--- src/hdl/differential_vector_clock_defines.svh ---
// assertion macros shared by the differential vector clock rtl
// expects clk and arst_n in the scope where a macro is used
`ifndef DIFFERENTIAL_VECTOR_CLOCK_DEFINES_SVH
`define DIFFERENTIAL_VECTOR_CLOCK_DEFINES_SVH

// same-cycle implication, checked out of reset only
`define DVC_ASSERT_IMPL(lbl, ante, cons, msg) \
	lbl: assert property (@(posedge clk) disable iff (!arst_n) (ante) |-> (cons)) \
		else $error(msg);

// next-cycle implication, checked out of reset only
`define DVC_ASSERT_NEXT(lbl, ante, cons, msg) \
	lbl: assert property (@(posedge clk) disable iff (!arst_n) (ante) |=> (cons)) \
		else $error(msg);

`endif

--- src/hdl/dvc_pkg.sv ---
// shared types, codes and constants of the differential vector clock
// no dependencies
`timescale 1ns / 1ps

package dvc_pkg;

	localparam int MAX_PROCESSES = 16;
	localparam int IDX_W         = 4;
	localparam int TBL_DEPTH     = 1 << IDX_W;
	localparam int CNT_W         = 5;
	localparam int VAL_W         = 32;
	localparam int CFG_W         = 5;
	localparam logic [VAL_W-1:0] CLOCK_MAX = {VAL_W{1'b1}};

	localparam int CMDQ_DEPTH = 2;
	localparam int RESQ_DEPTH = 4;

	// configuration register indexes
	localparam logic REG_OWN_ID   = 1'b0;
	localparam logic REG_NUM_PROC = 1'b1;

	typedef enum logic [1:0] {
		KIND_INTERNAL   = 2'd0,
		KIND_SEND       = 2'd1,
		KIND_RECV_START = 2'd2,
		KIND_RECV_TUPLE = 2'd3
	} kind_t;

	typedef enum logic [1:0] {
		OP_BUMP,
		OP_SEND,
		OP_TUPLE
	} op_t;

	typedef enum logic [1:0] {
		BK_IDLE,
		BK_EXEC,
		BK_SCAN,
		BK_FLUSH
	} bk_state_t;

	typedef struct packed {
		op_t              op;
		logic [IDX_W-1:0] me;
		logic [CNT_W-1:0] n;
		logic [IDX_W-1:0] peer;
		logic [IDX_W-1:0] tidx;
		logic [VAL_W-1:0] tval;
	} cmd_t;

	typedef struct packed {
		logic [IDX_W-1:0] index;
		logic [VAL_W-1:0] value;
		logic             last;
	} res_t;

	typedef struct packed {
		logic full;
		logic room2;
	} res_status_t;

endpackage

--- src/hdl/dvc_front.sv ---
// front end: configuration registers, range checks and command decode
// depends on dvc_pkg
`timescale 1ns / 1ps

module dvc_front (
	input  logic                       clk,
	input  logic                       arst_n,
	input  logic                       cfg_we,
	input  logic                       cfg_index,
	input  logic [dvc_pkg::CFG_W-1:0]  cfg_data,
	input  logic                       push,
	input  logic [1:0]                 kind,
	input  logic [dvc_pkg::IDX_W-1:0]  peer_id,
	input  logic [dvc_pkg::IDX_W-1:0]  tuple_index,
	input  logic [dvc_pkg::VAL_W-1:0]  tuple_value,
	input  logic                       q_full,
	output logic                       q_push,
	output dvc_pkg::cmd_t              q_cmd
);

	logic [dvc_pkg::IDX_W-1:0] own_id_q;
	logic [dvc_pkg::CNT_W-1:0] num_proc_q;
	logic [dvc_pkg::CNT_W-1:0] n;
	logic                      ignore;
	dvc_pkg::kind_t            kind_c;

	always_ff @(posedge clk or negedge arst_n) begin
		if (!arst_n) begin
			own_id_q   <= '0;
			num_proc_q <= dvc_pkg::CNT_W'(16);
		end else if (cfg_we) begin
			case (cfg_index)
				dvc_pkg::REG_OWN_ID:   own_id_q   <= cfg_data[dvc_pkg::IDX_W-1:0];
				dvc_pkg::REG_NUM_PROC: num_proc_q <= cfg_data;
				default: ;
			endcase
		end
	end

	// entries in use, at least one and clamped to the table size
	always_comb begin
		if (num_proc_q == '0)
			n = dvc_pkg::CNT_W'(1);
		else if (num_proc_q > dvc_pkg::CNT_W'(dvc_pkg::MAX_PROCESSES))
			n = dvc_pkg::CNT_W'(dvc_pkg::MAX_PROCESSES);
		else
			n = num_proc_q;
		if (n > dvc_pkg::CNT_W'(dvc_pkg::TBL_DEPTH))
			n = dvc_pkg::CNT_W'(dvc_pkg::TBL_DEPTH);
	end

	assign kind_c = dvc_pkg::kind_t'(kind);

	always_comb begin
		ignore = ({1'b0, own_id_q} >= n);
		q_cmd.op = dvc_pkg::OP_BUMP;
		case (kind_c)
			dvc_pkg::KIND_SEND: begin
				q_cmd.op = dvc_pkg::OP_SEND;
				if ({1'b0, peer_id} >= n)
					ignore = 1'b1;
			end
			dvc_pkg::KIND_RECV_TUPLE: begin
				q_cmd.op = dvc_pkg::OP_TUPLE;
				if ({1'b0, tuple_index} >= n)
					ignore = 1'b1;
			end
			default: q_cmd.op = dvc_pkg::OP_BUMP;
		endcase
		q_cmd.me   = own_id_q;
		q_cmd.n    = n;
		q_cmd.peer = peer_id;
		q_cmd.tidx = tuple_index;
		q_cmd.tval = tuple_value;
	end

	// out-of-range items are dropped without a transfer to the back end
	assign q_push = push && !q_full && !ignore;

endmodule

--- src/hdl/dvc_cmd_queue.sv ---
// short command queue between front and back end
// depends on dvc_pkg
`timescale 1ns / 1ps

module dvc_cmd_queue (
	input  logic          clk,
	input  logic          arst_n,
	input  logic          wr_en,
	input  dvc_pkg::cmd_t wr_cmd,
	output logic          full,
	input  logic          rd_en,
	output logic          rd_valid,
	output dvc_pkg::cmd_t rd_cmd
);

	localparam int PTR_W = $clog2(dvc_pkg::CMDQ_DEPTH);
	localparam int CNT_QW = $clog2(dvc_pkg::CMDQ_DEPTH + 1);

	dvc_pkg::cmd_t     slot_q [dvc_pkg::CMDQ_DEPTH];
	logic [PTR_W-1:0]  wr_ptr_q;
	logic [PTR_W-1:0]  rd_ptr_q;
	logic [CNT_QW-1:0] count_q;
	logic              do_wr;
	logic              do_rd;

	assign full     = (count_q == CNT_QW'(dvc_pkg::CMDQ_DEPTH));
	assign rd_valid = (count_q != '0);
	assign rd_cmd   = slot_q[rd_ptr_q];
	assign do_wr    = wr_en && !full;
	assign do_rd    = rd_en && rd_valid;

	always_ff @(posedge clk) begin
		if (do_wr)
			slot_q[wr_ptr_q] <= wr_cmd;
	end

	always_ff @(posedge clk or negedge arst_n) begin
		if (!arst_n) begin
			wr_ptr_q <= '0;
			rd_ptr_q <= '0;
			count_q  <= '0;
		end else begin
			if (do_wr)
				wr_ptr_q <= wr_ptr_q + PTR_W'(1);
			if (do_rd)
				rd_ptr_q <= rd_ptr_q + PTR_W'(1);
			if (do_wr && !do_rd)
				count_q <= count_q + CNT_QW'(1);
			else if (do_rd && !do_wr)
				count_q <= count_q - CNT_QW'(1);
		end
	end

endmodule

--- src/hdl/dvc_back.sv ---
// back end: clock tables and the sequencer that runs bump, tuple and send
// depends on dvc_pkg and differential_vector_clock_defines.svh
`timescale 1ns / 1ps
`include "differential_vector_clock_defines.svh"

module dvc_back (
	input  logic                 clk,
	input  logic                 arst_n,
	input  logic                 cmd_valid,
	input  dvc_pkg::cmd_t        cmd_head,
	output logic                 cmd_pop,
	input  dvc_pkg::res_status_t res_st,
	output logic                 res_push,
	output dvc_pkg::res_t        res_data
);

	localparam int IW = dvc_pkg::IDX_W;
	localparam int VW = dvc_pkg::VAL_W;
	localparam int CW = dvc_pkg::CNT_W;
	localparam int DP = dvc_pkg::TBL_DEPTH;

	logic [VW-1:0] vc_mem [DP];
	logic [VW-1:0] lu_mem [DP];
	logic [VW-1:0] ls_mem [DP];
	logic [DP-1:0] vc_vld_q;
	logic [DP-1:0] lu_vld_q;
	logic [DP-1:0] ls_vld_q;

	dvc_pkg::bk_state_t state_q, state_d;
	dvc_pkg::cmd_t      cmd_q;
	logic [CW-1:0]      scan_k_q;
	logic [VW-1:0]      stamp_q;
	logic [VW-1:0]      own_q;
	logic               held_v_q;
	logic [IW-1:0]      held_idx_q;
	logic [VW-1:0]      held_val_q;
	logic               rd_v_s1;
	logic [IW-1:0]      rd_idx_s1;

	logic [VW-1:0] vc_a_s1, vc_b_s1, lu_s1, ls_s1;
	logic [IW-1:0] addr_a, addr_b, addr_lu, addr_ls;

	logic          vc_we, lu_we, ls_we;
	logic [IW-1:0] vc_waddr, lu_waddr;
	logic [VW-1:0] vc_wdata, lu_wdata;
	logic [VW-1:0] inc;
	logic          raise;
	logic          issue;
	logic          hit;
	logic          flush_done;

	// read addresses: queue head when idle, scan index while scanning
	always_comb begin
		case (state_q)
			dvc_pkg::BK_IDLE: begin
				addr_a  = cmd_head.me;
				addr_b  = cmd_head.tidx;
				addr_lu = cmd_head.me;
				addr_ls = cmd_head.peer;
			end
			dvc_pkg::BK_SCAN: begin
				addr_a  = scan_k_q[IW-1:0];
				addr_b  = cmd_q.tidx;
				addr_lu = scan_k_q[IW-1:0];
				addr_ls = cmd_q.peer;
			end
			default: begin
				addr_a  = cmd_q.me;
				addr_b  = cmd_q.tidx;
				addr_lu = cmd_q.me;
				addr_ls = cmd_q.peer;
			end
		endcase
	end

	// tables, unwritten entries read as zero
	always_ff @(posedge clk) begin
		if (vc_we)
			vc_mem[vc_waddr] <= vc_wdata;
		if (lu_we)
			lu_mem[lu_waddr] <= lu_wdata;
		if (ls_we)
			ls_mem[cmd_q.peer] <= own_q;
		vc_a_s1 <= vc_vld_q[addr_a]  ? vc_mem[addr_a]  : '0;
		vc_b_s1 <= vc_vld_q[addr_b]  ? vc_mem[addr_b]  : '0;
		lu_s1   <= lu_vld_q[addr_lu] ? lu_mem[addr_lu] : '0;
		ls_s1   <= ls_vld_q[addr_ls] ? ls_mem[addr_ls] : '0;
	end

	always_ff @(posedge clk or negedge arst_n) begin
		if (!arst_n) begin
			vc_vld_q <= '0;
			lu_vld_q <= '0;
			ls_vld_q <= '0;
		end else begin
			if (vc_we)
				vc_vld_q[vc_waddr] <= 1'b1;
			if (lu_we)
				lu_vld_q[lu_waddr] <= 1'b1;
			if (ls_we)
				ls_vld_q[cmd_q.peer] <= 1'b1;
		end
	end

	assign inc   = (vc_a_s1 == dvc_pkg::CLOCK_MAX) ? vc_a_s1 : vc_a_s1 + VW'(1);
	assign raise = (vc_b_s1 < cmd_q.tval);
	assign hit   = rd_v_s1 && (lu_s1 > stamp_q);
	assign flush_done = !held_v_q || !res_st.full;

	always_comb begin
		state_d = state_q;
		case (state_q)
			dvc_pkg::BK_IDLE:
				if (cmd_valid)
					state_d = dvc_pkg::BK_EXEC;
			dvc_pkg::BK_EXEC:
				if (cmd_q.op == dvc_pkg::OP_SEND)
					state_d = dvc_pkg::BK_SCAN;
				else if (!res_st.full)
					state_d = dvc_pkg::BK_IDLE;
			dvc_pkg::BK_SCAN:
				if (scan_k_q == cmd_q.n && !rd_v_s1)
					state_d = dvc_pkg::BK_FLUSH;
			dvc_pkg::BK_FLUSH:
				if (flush_done)
					state_d = dvc_pkg::BK_IDLE;
			default: state_d = dvc_pkg::BK_IDLE;
		endcase
	end

	always_comb begin
		cmd_pop  = 1'b0;
		vc_we    = 1'b0;
		lu_we    = 1'b0;
		ls_we    = 1'b0;
		vc_waddr = cmd_q.me;
		lu_waddr = cmd_q.me;
		vc_wdata = inc;
		lu_wdata = inc;
		res_push = 1'b0;
		res_data = '{index: held_idx_q, value: held_val_q, last: 1'b0};
		issue    = 1'b0;
		case (state_q)
			dvc_pkg::BK_IDLE:
				cmd_pop = cmd_valid;
			dvc_pkg::BK_EXEC: begin
				case (cmd_q.op)
					dvc_pkg::OP_SEND: begin
						vc_we = 1'b1;
						lu_we = 1'b1;
					end
					dvc_pkg::OP_TUPLE: begin
						vc_waddr = cmd_q.tidx;
						lu_waddr = cmd_q.tidx;
						vc_wdata = cmd_q.tval;
						// a tuple naming the own entry stamps with the raised value
						lu_wdata = (cmd_q.tidx == cmd_q.me) ? cmd_q.tval : vc_a_s1;
						res_data = '{index: cmd_q.tidx,
							value: raise ? cmd_q.tval : vc_b_s1, last: 1'b1};
						if (!res_st.full) begin
							res_push = 1'b1;
							vc_we    = raise;
							lu_we    = raise;
						end
					end
					default: begin
						res_data = '{index: cmd_q.me, value: inc, last: 1'b1};
						if (!res_st.full) begin
							res_push = 1'b1;
							vc_we    = 1'b1;
							lu_we    = 1'b1;
						end
					end
				endcase
			end
			dvc_pkg::BK_SCAN: begin
				// one read in flight at most, so two free slots cover it
				issue    = (scan_k_q < cmd_q.n) && res_st.room2;
				res_push = hit && held_v_q;
			end
			dvc_pkg::BK_FLUSH: begin
				res_data.last = 1'b1;
				res_push = held_v_q && !res_st.full;
				ls_we    = flush_done;
			end
			default: ;
		endcase
	end

	always_ff @(posedge clk or negedge arst_n) begin
		if (!arst_n) begin
			state_q  <= dvc_pkg::BK_IDLE;
			held_v_q <= 1'b0;
			rd_v_s1  <= 1'b0;
			scan_k_q <= '0;
		end else begin
			state_q <= state_d;
			rd_v_s1 <= issue;
			if (state_q == dvc_pkg::BK_EXEC) begin
				scan_k_q <= '0;
				held_v_q <= 1'b0;
			end else if (state_q == dvc_pkg::BK_SCAN) begin
				if (issue)
					scan_k_q <= scan_k_q + CW'(1);
				if (hit)
					held_v_q <= 1'b1;
			end else if (state_q == dvc_pkg::BK_FLUSH && flush_done) begin
				held_v_q <= 1'b0;
			end
		end
	end

	always_ff @(posedge clk) begin
		if (cmd_pop)
			cmd_q <= cmd_head;
		if (state_q == dvc_pkg::BK_EXEC) begin
			stamp_q <= ls_s1;
			own_q   <= inc;
		end
		rd_idx_s1 <= scan_k_q[IW-1:0];
		if (state_q == dvc_pkg::BK_SCAN && hit) begin
			held_idx_q <= rd_idx_s1;
			held_val_q <= vc_a_s1;
		end
	end

	`DVC_ASSERT_IMPL(a_push_room, res_push, !res_st.full, "result transfer into a full queue")
	`DVC_ASSERT_IMPL(a_held_scope, held_v_q,
		state_q == dvc_pkg::BK_SCAN || state_q == dvc_pkg::BK_FLUSH, "held result outside a send")
	`DVC_ASSERT_NEXT(a_issue_eval, issue, rd_v_s1 && state_q == dvc_pkg::BK_SCAN,
		"scan read lost before evaluation")
	`DVC_ASSERT_IMPL(a_scan_bound, state_q == dvc_pkg::BK_SCAN, scan_k_q <= cmd_q.n,
		"scan index past entries in use")

endmodule

--- src/hdl/dvc_res_queue.sv ---
// result queue feeding the output side
// depends on dvc_pkg
`timescale 1ns / 1ps

module dvc_res_queue (
	input  logic                 clk,
	input  logic                 arst_n,
	input  logic                 wr_en,
	input  dvc_pkg::res_t        wr_res,
	output dvc_pkg::res_status_t status,
	input  logic                 rd_en,
	output logic                 empty,
	output dvc_pkg::res_t        rd_res
);

	localparam int PTR_W  = $clog2(dvc_pkg::RESQ_DEPTH);
	localparam int CNT_QW = $clog2(dvc_pkg::RESQ_DEPTH + 1);

	dvc_pkg::res_t     slot_q [dvc_pkg::RESQ_DEPTH];
	logic [PTR_W-1:0]  wr_ptr_q;
	logic [PTR_W-1:0]  rd_ptr_q;
	logic [CNT_QW-1:0] count_q;
	logic              do_wr;
	logic              do_rd;

	assign status.full  = (count_q == CNT_QW'(dvc_pkg::RESQ_DEPTH));
	assign status.room2 = (count_q <= CNT_QW'(dvc_pkg::RESQ_DEPTH - 2));
	assign empty  = (count_q == '0);
	assign rd_res = slot_q[rd_ptr_q];
	assign do_wr  = wr_en && !status.full;
	assign do_rd  = rd_en && !empty;

	always_ff @(posedge clk) begin
		if (do_wr)
			slot_q[wr_ptr_q] <= wr_res;
	end

	always_ff @(posedge clk or negedge arst_n) begin
		if (!arst_n) begin
			wr_ptr_q <= '0;
			rd_ptr_q <= '0;
			count_q  <= '0;
		end else begin
			if (do_wr)
				wr_ptr_q <= wr_ptr_q + PTR_W'(1);
			if (do_rd)
				rd_ptr_q <= rd_ptr_q + PTR_W'(1);
			if (do_wr && !do_rd)
				count_q <= count_q + CNT_QW'(1);
			else if (do_rd && !do_wr)
				count_q <= count_q - CNT_QW'(1);
		end
	end

endmodule

--- src/hdl/differential_vector_clock.sv ---
// Internal and receive-start items: one result each.
// Receive tuples: one result.
// Sends: a scan of the tables, one entry per cycle while the result queue has room for two.
// Front end accepts into a 2-deep command queue; results leave from a 4-deep queue.
// Reset clears all three tables at once through per-entry valid bits, no sweep.
// depends on dvc_pkg and the dvc_ submodules
`timescale 1ns / 1ps

module differential_vector_clock (
	input  logic                      clk,
	input  logic                      arst_n,
	input  logic                      cfg_we,
	input  logic                      cfg_index,
	input  logic [dvc_pkg::CFG_W-1:0] cfg_data,
	input  logic                      push,
	output logic                      full,
	input  logic [1:0]                kind,
	input  logic [dvc_pkg::IDX_W-1:0] peer_id,
	input  logic [dvc_pkg::IDX_W-1:0] tuple_index,
	input  logic [dvc_pkg::VAL_W-1:0] tuple_value,
	output logic                      empty,
	input  logic                      pop,
	output logic [dvc_pkg::IDX_W-1:0] entry_index,
	output logic [dvc_pkg::VAL_W-1:0] entry_value,
	output logic                      last_of_run
);

	logic                 q_push;
	dvc_pkg::cmd_t        q_cmd;
	logic                 cmd_valid;
	dvc_pkg::cmd_t        cmd_head;
	logic                 cmd_pop;
	dvc_pkg::res_status_t res_st;
	logic                 res_push;
	dvc_pkg::res_t        res_data;
	dvc_pkg::res_t        res_head;

	dvc_front u_front (
		.clk         (clk),
		.arst_n      (arst_n),
		.cfg_we      (cfg_we),
		.cfg_index   (cfg_index),
		.cfg_data    (cfg_data),
		.push        (push),
		.kind        (kind),
		.peer_id     (peer_id),
		.tuple_index (tuple_index),
		.tuple_value (tuple_value),
		.q_full      (full),
		.q_push      (q_push),
		.q_cmd       (q_cmd)
	);

	dvc_cmd_queue u_cmd_queue (
		.clk      (clk),
		.arst_n   (arst_n),
		.wr_en    (q_push),
		.wr_cmd   (q_cmd),
		.full     (full),
		.rd_en    (cmd_pop),
		.rd_valid (cmd_valid),
		.rd_cmd   (cmd_head)
	);

	dvc_back u_back (
		.clk       (clk),
		.arst_n    (arst_n),
		.cmd_valid (cmd_valid),
		.cmd_head  (cmd_head),
		.cmd_pop   (cmd_pop),
		.res_st    (res_st),
		.res_push  (res_push),
		.res_data  (res_data)
	);

	dvc_res_queue u_res_queue (
		.clk    (clk),
		.arst_n (arst_n),
		.wr_en  (res_push),
		.wr_res (res_data),
		.status (res_st),
		.rd_en  (pop),
		.empty  (empty),
		.rd_res (res_head)
	);

	assign entry_index = res_head.index;
	assign entry_value = res_head.value;
	assign last_of_run = res_head.last;

endmodule

--- config.mk ---
export PLATFORM = sky130hd
export DESIGN_NAME = differential_vector_clock
export DESIGN_NICKNAME = d
export VERILOG_FILES = /design/src/hdl/dvc_pkg.sv /design/src/hdl/dvc_front.sv /design/src/hdl/dvc_cmd_queue.sv /design/src/hdl/dvc_back.sv /design/src/hdl/dvc_res_queue.sv /design/src/hdl/differential_vector_clock.sv
export VERILOG_INCLUDE_DIRS = /design/src /design/src/hdl
export SDC_FILE = /design/constraint.sdc
export NUM_CORES = 2
export LEC_CHECK = 0
export ABC_AREA = 1
export BUFFER_PORTS_ARGS = -buffer_cell sky130_fd_sc_hd__buf_4
export CORE_ASPECT_RATIO = 0.7
export CORE_MARGIN = 3
export CORE_UTILIZATION = 55
export CTS_BUF_LIST = sky130_fd_sc_hd__clkbuf_8 sky130_fd_sc_hd__clkbuf_16
export DETAILED_ROUTE_END_ITERATION = 16
export GPL_TIMING_DRIVEN = 0
export HOLD_SLACK_MARGIN = 0.15
export PLACE_DENSITY = 0.7
export SKIP_CTS_REPAIR_TIMING = 1
export SLEW_MARGIN = 40
export SYNTH_ARGS = -nofsm -noshare
export SYNTH_HDL_FRONTEND = slang
export SYNTH_SLANG_ARGS = --single-unit
export TNS_END_PERCENT = 100
--- constraint.sdc ---
create_clock -name clk -period 11.7 [get_ports clk]
set_input_delay 0.585 -clock clk [delete_from_list [all_inputs] [get_ports clk]]
set_output_delay 0.585 -clock clk [all_outputs]
set_load 0.01 [all_outputs]
==> results.md <==
- The top flip-flop cell by instance count after synthesis is edfxtp_1.
- The arrival time of the worst setup path is 5.13 ns.
- The max-cap violation count is 0.
- The remaining global-route overflow is 0.
- Between clock sinks in the finished design, the worst skew comes to around 0.065 ns.
- Summed over all layers, the routed wires come to approximately 340 mm.
- The cell count after synthesis is 8466.
- The synthesis-to-finish area growth is 14.29%.
- The via count of the first global-routing pass came to 66930.
- The worst pin sits at a relative slew slack of 33.00%.
- The most numerous cell type found on the critical path is nand2_1.
- Leaving out fill and tap cells, the most frequent cells in the layout are edfxtp_1, nand2_1, inv_1.
- The worst-path maximum fanout is 34.
- In the final timing run, aggregate negative setup slack is 0 ns.
- The max-slew violation total from the final report is 0.
- The number of sinks handled by clock tree synthesis is 2146.
- Once the floorplan was initialized, standard cells occupied 55.86% of the core.
- The first global-routing pass estimated 477.2 mm of wire.
- Setup violations remaining at the end of the flow were counted as 0.
- The library cell used most frequently in the layout, excluding fill and tap cells, is edfxtp_1.
- The sequential area share after synthesis is between 60% and 70%.
- The floorplan die height is 351.1 microns.
- The standard cell with the maximum stage delay on the critical path is edfxtp_1.
- The final worst-path cycle share is 39.47%.
- On the worst path, the slowest cell contributes a delay of 0.63 ns.
- The number of antenna violations at the first check in global routing came to 16.
- The worst register-to-register path has a depth of 13.
- After detailed routing, the number of remaining DRC violations is 0.
- The total of buffers placed on input and output ports is 91.
- The run finished with clean final reports.
- The clock latency on the worst-skew pair is 0.86 ns.
- The minimum period implied by the final worst setup slack is approximately 4.6 ns.
- The core region is ~0.17 sq mm.
- The largest net degree at the start of global routing is 78.
- TritonCTS built the clock tree.
- The H-tree generated during clock tree synthesis spans 4 levels.
- The number of nets at the end of the flow is ~9100.
- Counting flops with a built-in enable in the synthesized netlist gives 1937.
- Once detail routing completed, the nets flagged for antenna violations numbered 0.
- Setup repair after global routing left no endpoint under its margin.
- For this run, the number of Yosys warnings is 0.
- At the pin with the least slew margin, the transition time is slightly above 1 ns.
- The terminating pin of the worst hold path is u_front.num_proc_q[4].
- The signal on the critical path passes through inv_1 > ha_1 > nand2_1 > nor2_1 > nand2_1 > o211ai_1 > nor2_1 > nand2_1 > o21ai_2 > buf_2 > nand3_1 > inv_6 > buf_16.
- The via count normalized by instance count is roughly 6.4.
- The number of hold violations in the final report is 0.
- Excluding fillers, the count of instances in the completed layout stands at 11320.
- The number of different library cells used by synthesis comes to 49.
- In this design, the largest share of critical-path delay is due to simple AND/OR/NAND/NOR gates.
- The share of flip-flops with an asynchronous set or reset after synthesis is 3.588%.
- STA classifies the critical path startpoint as a register.
- Clock tree synthesis selected as its root buffer the cell clkbuf_16.
- Measured on the finished design, the core utilization comes to a little under two thirds.
- The share of cells above drive strength 1 is 10.86%.
- The floorplan step set the die width to 499.0 microns.
- The reg-to-reg endpoint is u_back.vc_mem[10][13].
- The overall fraction of global-route tracks in use is 38.14%.
- The maximum clock insertion buffer count is 3.
- Hold is met by approximately 0.19 ns.
- The worst hold path was traced through 4 stages.
- Synthesis inferred 2146 register bits.
- Detailed routing inserted a total of 72310 vias.
- In this run, CTS created clock tree buffers numbering 197.
- The setup slack of the worst register-to-register path is about 7 ns.
- The clock input transition at the sequential cells of the worst setup and hold paths is 0.06 ns.
- Counting tap cells, the placed design contains a total of 10900 instances.
- The worst path required time is 12.21 ns.
- The die covers 0.1752 sq mm.
- The category of the critical setup timing path is reg2reg.
- After legalization and detailed placement, the total HPWL measured 238.8 mm.
- Counting every net in the synthesized netlist gives 8614.
- The average wire per standard cell is between 30 and 40 microns.
- The floorplan has 125 rows.
- After the first detailed-routing iteration, the DRC count stood at around 13000.
- The path category of the worst min-delay check is in2reg.
- The number of detailed-route iterations in the first pass is 7.
- At the end of routability-driven placement, the weighted congestion stood at around 1.
- The combined buffer and inverter count along the critical path is 4.
- The post-synth design cell area is about 0.094 sq mm.
- The number of ports placed on the die boundary is 92.
- The startpoint identified for the worst hold timing path is cfg_index.
- The mean cell area of the mapped netlist is 11.05 sq um.
- The endpoint kind of the worst setup timing path is a register.
- The startpoint of the lowest-slack register-to-register path is u_back.cmd_q[31].
- The peak clock frequency supported by timing is 216.6 MHz.
[how the worst max path moves through the flow]
stage	startpoint	endpoint	slack, ns	depth (start not counted)
final	u_back.cmd_q[31]	u_back.vc_mem[10][13]	7.08	13
after global routing	u_back.cmd_q[31]	u_back.vc_mem[10][13]	7.04	13
after CTS	u_back.cmd_q[31]	u_back.vc_mem[10][3]	7.31	13
after detailed placement	u_back.cmd_q[31]	u_back.vc_mem[10][18]	7.32	13
after global placement	register	u_back.vc_mem[15][17]	3.25	9
after floorplan	register	u_res_queue.slot_q[0][0]	6.51	9
[flip-flops by register name, summed over array words and instances (netlist names), 5 cells and up, named ones only]
| register | flops |
|---|---|
| u_front.num_proc_q | 5 |
| u_back.lu_mem | 512 |
| u_back.scan_k_q | 5 |
| u_back.vc_a_s1 | 32 |
| u_back.stamp_q | 32 |
| u_back.lu_vld_q | 16 |
| u_back.own_q | 32 |
| u_back.vc_mem | 512 |
| u_back.ls_mem | 512 |
| u_back.vc_b_s1 | 32 |
| u_back.lu_s1 | 32 |
| u_back.cmd_q | 51 |
| u_back.ls_vld_q | 16 |
| u_back.held_val_q | 32 |
| u_back.ls_s1 | 32 |
| u_back.vc_vld_q | 16 |
| u_cmd_queue.slot_q | 102 |
| u_res_queue.slot_q | 148 |
[worst reg2reg max path, stage by stage (launching register included)]
cell,delay [ns]
edfxtp_1,0.63
inv_1,0.22
ha_1,0.34
nand2_1,0.09
nor2_1,0.08
nand2_1,0.08
o211ai_1,0.19
nor2_1,0.39
nand2_1,0.33
o21ai_2,0.53
buf_2,0.30
nand3_1,0.31
inv_6,0.42
buf_16,0.31
[through the flow]
| step | setup slack (ns) | instance area, sq um |
|---|---|---|
| floorplan | 6.511 | 93560 |
| global placement | 3.248 | 97030 |
| detailed placement | 7.318 | 100200 |
| CTS | 7.308 | 106400 |
| global route | 7.045 | 106900 |
| finish | 7.083 | 106900 |
[routing by layer]
| metal | track usage (%) | part of all wire [%] |
|---|---|---|
| met1 | 57.35 | 41 |
| met5 | 0 | 0.022 |
| met4 | 14.30 | 4.1 |
| met2 | 51.16 | 40 |
| met3 | 12.71 | 16 |
[Yosys cell counts, types with 34 or more instances]
cell | count | area, sq um
edfxtp_1 | 1937 | 58170
nand2_1 | 1394 | 5233
inv_1 | 1022 | 3836
o211ai_1 | 732 | 5495
o21ai_0 | 729 | 3649
nand3_1 | 672 | 3363
a21oi_1 | 514 | 2572
nor2_1 | 372 | 1396
buf_2 | 272 | 1361
clkbuf_1 | 215 | 807.0
dfxtp_1 | 132 | 2643
ha_1 | 94 | 1176
dfrtp_1 | 76 | 1902
o21ai_1 | 68 | 340.3
o22ai_1 | 41 | 256.5
or2_2 | 41 | 256.5
buf_4 | 34 | 255.2
[cells by family (layout without fill, tap and decap cells)]
group | after synthesis | in the layout | synth area share, %
buffers and inverters | 1577 | 2202 | 6.887
multiplexers | 1 | 1 | 0.01203
XOR/XNOR | 17 | 17 | 0.1591
adder cells (fa/ha/maj) | 95 | 95 | 1.278
AND/OR/NAND/NOR | 2521 | 2521 | 11.23
AO/OA/AOI/OAI | 2109 | 2109 | 13.38
other | 0 | 6 | 0
flip-flops | 2146 | 2146 | 67.05
[layout make-up]
type / count / area (sq um)
Sequential cell: 2146 / 62740
Fill cell: 12690 / 60570
Multi-Input combinational cell: 4743 / 25100
Clock buffer: 208 / 5092
Inverter: 1030 / 3971
Timing Repair Buffer: 260 / 3483
Tap cell: 2222 / 2780
Buffer: 547 / 2605
Clock inverter: 157 / 1149
Antenna cell: 6 / 15.01
Power is not shown: default switching activity piles up to over one toggle a cycle in this logic, so the estimate is an artifact.
